[src/rtl/ttl_result_cache_table_unit_assert.svh]
// Assertion macros for the result cache table.
`ifndef TTL_RESULT_CACHE_TABLE_UNIT_ASSERT_SVH
`define TTL_RESULT_CACHE_TABLE_UNIT_ASSERT_SVH

// Implication that is checked outside reset.
`define TTLC_ASSERT_IMP(label, clk, rstn, cond, prop) \
    label: assert property (@(posedge clk) disable iff (!rstn) (cond) |-> (prop)) \
        else $error("ttlc assertion failed");

// Next-cycle implication that is checked outside reset.
`define TTLC_ASSERT_NXT(label, clk, rstn, cond, prop) \
    label: assert property (@(posedge clk) disable iff (!rstn) (cond) |=> (prop)) \
        else $error("ttlc assertion failed");

`endif

[src/rtl/ttlc_pkg.sv]
// ----------------------------------------------------------------------------
// ttlc_pkg: shared types and codes of the result cache table
// Status codes, cell word type and cell command struct.
// ----------------------------------------------------------------------------
`timescale 1ns / 1ps

package ttlc_pkg;

    localparam logic [2:0] ST_DONE    = 3'd0;
    localparam logic [2:0] ST_HIT     = 3'd1;
    localparam logic [2:0] ST_MISS    = 3'd2;
    localparam logic [2:0] ST_EXPIRED = 3'd3;
    localparam logic [2:0] ST_REJECT  = 3'd4;

    localparam logic [1:0] FN_PUT   = 2'd0;
    localparam logic [1:0] FN_GET   = 2'd1;
    localparam logic [1:0] FN_CLEAR = 2'd2;
    localparam logic [1:0] FN_STATS = 2'd3;

    // Byte addresses of the configuration registers.
    localparam logic [2:0] REG_BUDGET = 3'd0;
    localparam logic [2:0] REG_TTL    = 3'd4;

    localparam logic [31:0] BUDGET_RESET = 32'd67108864;
    localparam logic [31:0] TTL_RESET    = 32'd300;

    // Contents of one slot.
    typedef struct packed {
        logic [31:0] key;
        logic [15:0] tag;
        logic [31:0] size;
        logic [31:0] stamp;
        logic        valid;
    } entry_t;

    // Command broadcast to every cell of the row.
    typedef struct packed {
        logic shift;    // cells at or above the victim take their upper neighbor
        logic write;    // the selected cell loads the new word
        logic clr_valid; // the selected cell drops its valid flag
    } cell_cmd_t;

endpackage

[src/rtl/ttlc_cell.sv]
// ----------------------------------------------------------------------------
// ttlc_cell: one slot of the cache table
// Holds one entry and can load the entry of its upper neighbor or a new word.
// ----------------------------------------------------------------------------
`timescale 1ns / 1ps

module ttlc_cell (
    input  logic               aclk,
    input  ttlc_pkg::cell_cmd_t cmd,
    input  logic               sel,
    input  logic               above_victim,
    input  ttlc_pkg::entry_t   upper,
    input  ttlc_pkg::entry_t   wr_word,
    output ttlc_pkg::entry_t   word
);

    ttlc_pkg::entry_t word_reg;
    ttlc_pkg::entry_t word_next;

    // Select among hold, shift from neighbor, write and invalidate.
    always_comb begin
        word_next = word_reg;
        if (cmd.shift && above_victim) begin
            word_next = upper;
        end else if (cmd.write && sel) begin
            word_next = wr_word;
        end else if (cmd.clr_valid && sel) begin
            word_next.valid = 1'b0;
        end
    end

    always_ff @(posedge aclk) begin
        word_reg <= word_next;
    end

    assign word = word_reg;

endmodule

[src/rtl/ttl_result_cache_table_unit.sv]
// ----------------------------------------------------------------------------
// ttl_result_cache_table_unit: keyed result cache with oldest-first eviction
// A row of slot cells walked by a sequencer for lookup, oldest search and shift.
// ----------------------------------------------------------------------------
// Channel | Direction | Contents
// s_axis  | in        | tdata: query_key, result_tag, result_size, now_seconds; tuser: func
// m_axis  | out       | tdata: found_tag, hit, miss, eviction totals; tuser: status
// apb     | in/out    | memory_budget at 0x0, time_to_live at 0x4
//
// The key scan takes one slot per cycle. A get miss goes from the scan to a decision, a put
// of a new key from the scan through a decision and an append; clear and statistics
// skip the scan. Each eviction adds an oldest search over the filled slots, a shift and
// one more decision.
// Reset clears counters, fill count and byte total; slot contents stay stale.
// A new item is taken only after the previous result has been transferred.
// ----------------------------------------------------------------------------
`timescale 1ns / 1ps

module ttl_result_cache_table_unit #(
    parameter int ENTRIES = 16
) (
    input  logic         aclk,
    input  logic         aresetn,
    input  logic         s_axis_tvalid,
    output logic         s_axis_tready,
    input  logic [111:0] s_axis_tdata,  // query_key, result_tag, result_size, now_seconds
    input  logic [1:0]   s_axis_tuser,  // func
    output logic         m_axis_tvalid,
    input  logic         m_axis_tready,
    output logic [111:0] m_axis_tdata,  // found_tag, hit_total, miss_total, eviction_total
    output logic [2:0]   m_axis_tuser,  // status
    input  logic         psel,
    input  logic         penable,
    input  logic         pwrite,
    input  logic [2:0]   paddr,
    input  logic [31:0]  pwdata,
    output logic [31:0]  prdata,
    output logic         pready
);

    localparam int IW = $clog2(ENTRIES);
    localparam int CW = $clog2(ENTRIES + 1);
    localparam logic [CW-1:0] FULL = CW'(ENTRIES);

    typedef enum logic [6:0] {
        S_IDLE   = 7'b0000001,
        S_LOOK   = 7'b0000010,
        S_DECIDE = 7'b0000100,
        S_SEARCH = 7'b0001000,
        S_SHIFT  = 7'b0010000,
        S_APPEND = 7'b0100000,
        S_OUT    = 7'b1000000
    } state_t;

    state_t state_reg;

    // Configuration registers.
    logic [31:0] budget_reg, ttl_reg;
    assign pready = 1'b1;
    always_ff @(posedge aclk) begin
        if (!aresetn) begin
            budget_reg <= ttlc_pkg::BUDGET_RESET;
            ttl_reg    <= ttlc_pkg::TTL_RESET;
        end else if (psel && penable && pwrite) begin
            if (paddr == ttlc_pkg::REG_BUDGET) budget_reg <= pwdata;
            else if (paddr == ttlc_pkg::REG_TTL) ttl_reg <= pwdata;
        end
    end
    assign prdata = (paddr == ttlc_pkg::REG_TTL) ? ttl_reg : budget_reg;

    // Latched request.
    logic [1:0]  fn_reg;
    logic [31:0] key_reg, size_reg, now_reg;
    logic [15:0] tag_reg;

    logic [CW-1:0] count_reg;
    logic [31:0]   bytes_reg, hits_reg, miss_reg, evict_reg;
    logic [IW-1:0] idx_reg, victim_reg;
    logic          found_reg;
    logic [IW-1:0] found_idx_reg;
    logic [2:0]    status_reg;
    logic [15:0]   otag_reg;
    logic          done_reg;

    // Slot row.
    ttlc_pkg::entry_t  words [ENTRIES];
    ttlc_pkg::entry_t  wr_word;
    ttlc_pkg::cell_cmd_t cmd;
    logic [IW-1:0]     sel_idx;

    for (genvar g = 0; g < ENTRIES; g++) begin : g_cell
        ttlc_pkg::entry_t up;
        if (g == ENTRIES - 1) begin : g_top
            assign up = words[g];
        end else begin : g_mid
            assign up = words[g+1];
        end
        ttlc_cell u_cell (
            .aclk         (aclk),
            .cmd          (cmd),
            .sel          (sel_idx == IW'(g)),
            .above_victim (IW'(g) >= victim_reg),
            .upper        (up),
            .wr_word      (wr_word),
            .word         (words[g])
        );
    end

    ttlc_pkg::entry_t cur;
    assign cur = words[idx_reg];

    logic [31:0] age;
    assign age = now_reg - cur.stamp;
    logic [32:0] need;
    assign need = {1'b0, bytes_reg} + {1'b0, size_reg};
    logic [IW-1:0] last_idx;
    assign last_idx = IW'(count_reg - CW'(1));

    assign s_axis_tready = (state_reg == S_IDLE) && !done_reg;
    assign m_axis_tvalid = done_reg;
    assign m_axis_tuser  = status_reg;
    assign m_axis_tdata  = {evict_reg, miss_reg, hits_reg, otag_reg};

    always_comb begin
        wr_word.key   = key_reg;
        wr_word.tag   = tag_reg;
        wr_word.size  = size_reg;
        wr_word.stamp = now_reg;
        wr_word.valid = 1'b1;
    end

    // Commands to the slot row for the current state.
    always_comb begin
        cmd = '0;
        sel_idx = found_reg ? found_idx_reg : IW'(count_reg);
        case (state_reg)
            S_SHIFT: cmd.shift = 1'b1;
            S_APPEND: cmd.write = 1'b1;
            S_LOOK: begin
                sel_idx = idx_reg;
                if (count_reg != '0 && cur.key == key_reg && fn_reg == ttlc_pkg::FN_GET
                    && age > ttl_reg) begin
                    cmd.clr_valid = 1'b1;
                end
            end
            default: ;
        endcase
    end

    always_ff @(posedge aclk) begin
        if (!aresetn) begin
            state_reg <= S_IDLE;
            count_reg <= '0;
            bytes_reg <= '0;
            hits_reg  <= '0;
            miss_reg  <= '0;
            evict_reg <= '0;
            done_reg  <= 1'b0;
        end else begin
            if (done_reg && m_axis_tready) done_reg <= 1'b0;
            case (state_reg)
                S_IDLE: begin
                    if (s_axis_tvalid && s_axis_tready) begin
                        fn_reg    <= s_axis_tuser;
                        key_reg   <= s_axis_tdata[31:0];
                        tag_reg   <= s_axis_tdata[47:32];
                        size_reg  <= s_axis_tdata[79:48];
                        now_reg   <= s_axis_tdata[111:80];
                        idx_reg   <= '0;
                        found_reg <= 1'b0;
                        otag_reg  <= '0;
                        state_reg <= S_LOOK;
                    end
                end
                S_LOOK: begin
                    // Scan one slot per cycle for the key; clear and statistics go straight to the output.
                    if (fn_reg == ttlc_pkg::FN_CLEAR) begin
                        count_reg <= '0;
                        bytes_reg <= '0;
                        status_reg <= ttlc_pkg::ST_DONE;
                        state_reg <= S_OUT;
                    end else if (fn_reg == ttlc_pkg::FN_STATS) begin
                        status_reg <= ttlc_pkg::ST_DONE;
                        state_reg <= S_OUT;
                    end else if (count_reg == '0) begin
                        state_reg <= S_DECIDE;
                    end else if (cur.key == key_reg && fn_reg == ttlc_pkg::FN_PUT) begin
                        found_reg     <= 1'b1;
                        found_idx_reg <= idx_reg;
                        bytes_reg     <= bytes_reg - cur.size + size_reg;
                        status_reg    <= ttlc_pkg::ST_DONE;
                        state_reg     <= S_APPEND;
                    end else if (cur.key == key_reg && age > ttl_reg) begin
                        miss_reg   <= miss_reg + 32'd1;
                        status_reg <= ttlc_pkg::ST_EXPIRED;
                        state_reg  <= S_OUT;
                    end else if (cur.key == key_reg && cur.valid) begin
                        hits_reg   <= hits_reg + 32'd1;
                        otag_reg   <= cur.tag;
                        status_reg <= ttlc_pkg::ST_HIT;
                        state_reg  <= S_OUT;
                    end else if (idx_reg == last_idx) begin
                        state_reg <= S_DECIDE;
                    end else begin
                        idx_reg <= idx_reg + IW'(1);
                    end
                end
                S_DECIDE: begin
                    // Miss on get, or decide whether a put is rejected or needs an eviction.
                    if (fn_reg == ttlc_pkg::FN_GET) begin
                        miss_reg   <= miss_reg + 32'd1;
                        status_reg <= ttlc_pkg::ST_MISS;
                        state_reg  <= S_OUT;
                    end else if (size_reg > budget_reg) begin
                        status_reg <= ttlc_pkg::ST_REJECT;
                        state_reg  <= S_OUT;
                    end else if (count_reg != '0 &&
                                 (count_reg >= FULL || need > {1'b0, budget_reg})) begin
                        idx_reg    <= '0;
                        victim_reg <= '0;
                        state_reg  <= S_SEARCH;
                    end else begin
                        status_reg <= ttlc_pkg::ST_DONE;
                        state_reg  <= S_APPEND;
                    end
                end
                S_SEARCH: begin
                    // Walk slots for the lowest timestamp; the lowest slot index wins ties.
                    if (cur.stamp < words[victim_reg].stamp) victim_reg <= idx_reg;
                    if (idx_reg == last_idx) begin
                        state_reg <= S_SHIFT;
                    end else begin
                        idx_reg <= idx_reg + IW'(1);
                    end
                end
                S_SHIFT: begin
                    bytes_reg <= bytes_reg - words[victim_reg].size;
                    count_reg <= count_reg - CW'(1);
                    evict_reg <= evict_reg + 32'd1;
                    state_reg <= S_DECIDE;
                end
                S_APPEND: begin
                    if (!found_reg) begin
                        count_reg <= count_reg + CW'(1);
                        bytes_reg <= bytes_reg + size_reg;
                    end
                    state_reg <= S_OUT;
                end
                S_OUT: begin
                    if (!done_reg) begin
                        done_reg  <= 1'b1;
                        state_reg <= S_IDLE;
                    end
                end
                default: state_reg <= S_IDLE;
            endcase
        end
    end

    `include "ttl_result_cache_table_unit_assert.svh"

    `TTLC_ASSERT_IMP(a_count_bound, aclk, aresetn, 1'b1, count_reg <= FULL)
    `TTLC_ASSERT_NXT(a_out_hold, aclk, aresetn, m_axis_tvalid && !m_axis_tready, m_axis_tvalid)
    `TTLC_ASSERT_IMP(a_no_accept_busy, aclk, aresetn, state_reg != S_IDLE, !s_axis_tready)

endmodule
[config.mk]
export PLATFORM = sky130hd
export DESIGN_NAME = ttl_result_cache_table_unit
export DESIGN_NICKNAME = d
export VERILOG_FILES = /design/src/rtl/ttlc_pkg.sv /design/src/rtl/ttlc_cell.sv /design/src/rtl/ttl_result_cache_table_unit.sv
export VERILOG_INCLUDE_DIRS = /design/src /design/src/rtl
export SDC_FILE = /design/constraint.sdc
export NUM_CORES = 2
export LEC_CHECK = 0
export BUFFER_PORTS_ARGS = -buffer_cell sky130_fd_sc_hd__buf_2
export CAP_MARGIN = 20
export CORE_MARGIN = 5
export CORE_UTILIZATION = 55
export CTS_CLUSTER_SIZE = 25
export DETAILED_ROUTE_END_ITERATION = 7
export PLACE_DENSITY = 0.72
export SLEW_MARGIN = 30
export SYNTH_ARGS = -nofsm -noshare
export SYNTH_HDL_FRONTEND = slang
export SYNTH_SLANG_ARGS = --single-unit
[constraint.sdc]
create_clock -name aclk -period 46.3 [get_ports aclk]
set_input_delay 9.26 -clock aclk [delete_from_list [all_inputs] [get_ports aclk]]
set_output_delay 9.26 -clock aclk [all_outputs]
set_load 0.1 [all_outputs]
==> impl_metrics.sql <==
INSERT INTO impl_metrics (metric_group, metric, value, unit) VALUES
('status', 'status', 'finished, final reports clean', ''),
('place', 'post_dp_cell_area', '0.1247', 'mm²'),
('detailed_routing', 'wire_per_inst', '30.68', 'µm'),
('sta', 'fin_crit', '20.31', 'ns'),
('clock_network', 'worst_skew_pair.late_latency', '0.90', 'ns'),
('floorplan', 'num_io_pins', '306', ''),
('flow_run', 'max-cap-violations', '0', ''),
('logic_synthesis', 'post_synth_edffs', '1954', ''),
('cells_and_area', 'nNetsFinal', '10590', ''),
('critical_path', 'critical_path.cell_chain', 'buf_2, nor3b_2, buf_4, nand2_1, o21ai_0, buf_2', ''),
('place', 'post-place-ws', '26.02', 'ns'),
('floorplan', 'dieWidth', '477.9', 'µm'),
('floorplan', 'std_cell_rows', '171', ''),
('logic_synthesis', 'synthArstFlopShare', '0', ''),
('sta', 'final-max-slew-violation-count', '0', ''),
('sta', 'timing.final.crit_share', '0.4386', ''),
('cells_and_area', 'post-route-util', '0.6063', ''),
('critical_path', 'crit_required', '37.04', 'ns'),
('floorplan', 'die_area', '0.2284', 'mm²'),
('logic_synthesis', 'ys_dominant_reg_cell', 'edfxtp_1', ''),
('floorplan', 'dieHeight', '477.9', 'µm'),
('clock_network', 'cts_repair_resize_count', '0', ''),
('sta', 'fin_worst_skew', '0.04690', 'ns'),
('global_route', 'antenna_found_initial', '11', ''),
('worst_hold_path', 'worst_hold_path.endpoint', 'budget_reg[20]$_SDFFE_PN0P_', ''),
('worst_hold_path', 'path_category_of_the_worst_min_delay_check', 'reg2reg', ''),
('detailed_routing', 'dr_vias', '89630', ''),
('critical_path', 'critical_path_class', 'in2out', ''),
('power_and_ir_drop', 'max-vdd-ir-drop', '40.88', 'µV'),
('clock_network', 'post-cts-setup-buffer-count', '0', ''),
('power_and_ir_drop', 'switching_share', '0.3148', ''),
('clock_network', 'cts_max_level', '4', ''),
('worst_hold_path', 'whs_path_depth', '2', ''),
('place', 'port-buffer-count', '304', ''),
('logic_synthesis', 'postSynthAreaPerCell', '11.85', 'µm²'),
('critical_path', 'timing.rr.end', 'hits_reg[25]$_SDFFE_PN0P_', ''),
('sta', 'fmax', '49.25', 'MHz'),
('cells_and_area', 'layout-drive-gt1-share', '0.2147', ''),
('logic_synthesis', 'area_share_of_the_largest_cell_type_after_synthesis', '0.4872', ''),
('critical_path', 'timing.rr.start', 'idx_reg[0]$_SDFFCE_PN0P_', ''),
('detailed_routing', 'detailedRoute.firstPassIterationCount', '8', ''),
('power_and_ir_drop', 'power.static_leakage', '47.74', 'nW'),
('worst_hold_path', 'hp-start', 'budget_reg[20]$_SDFFE_PN0P_', ''),
('power_and_ir_drop', 'power_frac_comb', '0.277', ''),
('global_route', 'number_of_global_route_vias_before_repair', '87310', ''),
('cells_and_area', 'largest_reg_flops', '1808', ''),
('sta', 'tightest_slew', '1.140', 'ns'),
('critical_path', 'path_buf_inv', '3', ''),
('clock_network', 'cts.sink_count', '2159', ''),
('clock_network', 'hold_buffers', '0', ''),
('detailed_routing', 'post-route-drc-count', '0', ''),
('clock_network', 'tritoncts', 'built', ''),
('detailed_routing', 'finalWirelength', '404500', 'µm'),
('logic_synthesis', 'synth_common_cells', 'nand2_1 (3171), edfxtp_1 (1954), mux4_2 (854)', ''),
('critical_path', 'timing.reg2reg.worst_path_depth', '26', ''),
('sta', 'rsz0062_at_grt', 'false', ''),
('logic_synthesis', 'ys_top_cells_by_area', 'edfxtp_1 (49%), mux4_2 (16%), nand2_1 (9.9%)', ''),
('clock_network', 'root_buffer', 'clkbuf_16', ''),
('logic_synthesis', 'synth_seq_cells', '2159', ''),
('clock_network', 'cts_inserted_buffers', '225', ''),
('global_route', 'grt_overflow_total', '0', ''),
('critical_path', 'cp-end-kind', 'primary output', ''),
('cells_and_area', 'layout.filler_cells', '16670', ''),
('logic_synthesis', 'synth_fp_nets', '10610', ''),
('place', 'gpl.final_weighted_congestion', '0.9480', ''),
('detailed_routing', 'detail_route.iter0.violations', '13580', ''),
('place', 'placed_cells', '12760', ''),
('critical_path', 'data_arrival_time_at_the_worst_slack_endpoint', '11.05', 'ns'),
('sta', 'fin_setup_tns', '0', 'ns'),
('global_route', 'grt_pass1_wl', '586000', 'µm'),
('critical_path', 'path_common_cell', 'buf_2', '');
[worst min-delay path, cell delays in order (launching register included)]
cell and delay [ns]:
dfxtp_1 0.30, nand2_1 0.05, a21oi_1 0.05
[kinds of logic (layout without fill, tap and decap cells)]
family / count (synthesis) / count (layout) / synth area share
adder cells (fa/ha/maj): 295 / 295 / 0.03277
buffers and inverters: 1052 / 1212 / 0.03338
other: 1 / 12 / 0.00003114
AND/OR/NAND/NOR: 3832 / 3832 / 0.1282
AO/OA/AOI/OAI: 1205 / 1205 / 0.05840
flip-flops: 2159 / 2159 / 0.5213
multiplexers: 1388 / 1388 / 0.2093
XOR/XNOR: 229 / 229 / 0.01665
[layout by cell type, fill, tap and decap left out, types with 60 or more instances in the layout]
cell / synthesis / layout
a21o_1: 85 / 84
a21oi_1: 285 / 279
buf_2: 23 / 304
buf_4: 3 / 147
clkbuf_16: 0 / 228
dfxtp_1: 205 / 205
edfxtp_1: 1954 / 1954
ha_1: 261 / 261
inv_1: 316 / 316
mux2_2: 499 / 499
mux4_2: 854 / 854
nand2_1: 3171 / 3149
nand3_1: 66 / 65
nand4_1: 60 / 60
nor2_1: 223 / 218
o21ai_0: 570 / 570
xnor2_1: 142 / 142
xor2_1: 87 / 87
[through the flow]
step / power, mW / hold WS, ns
CTS: 5.563 / 0.4552
finish: 5.594 / 0.4537
detailed placement: 3.791 / 0.4465
global route: 5.802 / 0.4767
floorplan: 3.369 / 0.4206
global placement: 3.753 / 0.4413
[metal layers]
layer | track usage | wire length, µm | up-vias
met5 | 0 | 13 | -
met4 | 0.1537 | 22080 | 2
met3 | 0.1032 | 62320 | 1379
met2 | 0.5317 | 181100 | 7359
met1 | 0.4582 | 139000 | 43770
li1 | - | - | 37120
[layout make-up]
cell class,instances,area (µm²),share of cell area
Antenna cell,11,27.53,0.0002086
Clock buffer,282,5941,0.04503
Clock inverter,130,1200,0.009095
Inverter,319,1202,0.009114
Multi-Input combinational cell,6950,54070,0.4098
Sequential cell,2159,62780,0.4758
Tap cell,2854,3571,0.02707
Timing Repair Buffer,481,3144,0.02383
[how the worst max path moves through the flow]
stage	start	endpoint	slack (ns)	cells after the start
2_1_floorplan	paddr[2]	prdata[31]	25.13	4
3_3_place_gp	paddr[1]	prdata[0]	26.10	5
3_5_place_dp	paddr[1]	prdata[17]	26.02	6
4_1_cts	paddr[1]	prdata[17]	26.01	6
5_1_grt	paddr[1]	prdata[26]	25.84	6
6_report	paddr[1]	prdata[17]	25.99	6
[power by group through the flow]
| stage | clock network [mW] | registers (mW) | logic, mW |
|---|---|---|---|
| 2_1_floorplan | 0 | 2.28 | 1.09 |
| 3_3_place_gp | 0 | 2.29 | 1.47 |
| 3_5_place_dp | 0 | 2.29 | 1.50 |
| 4_1_cts | 1.80 | 2.25 | 1.51 |
| 5_1_grt | 1.89 | 2.25 | 1.66 |
| 6_report | 1.79 | 2.25 | 1.55 |
Power figures use the tool's default switching activity.
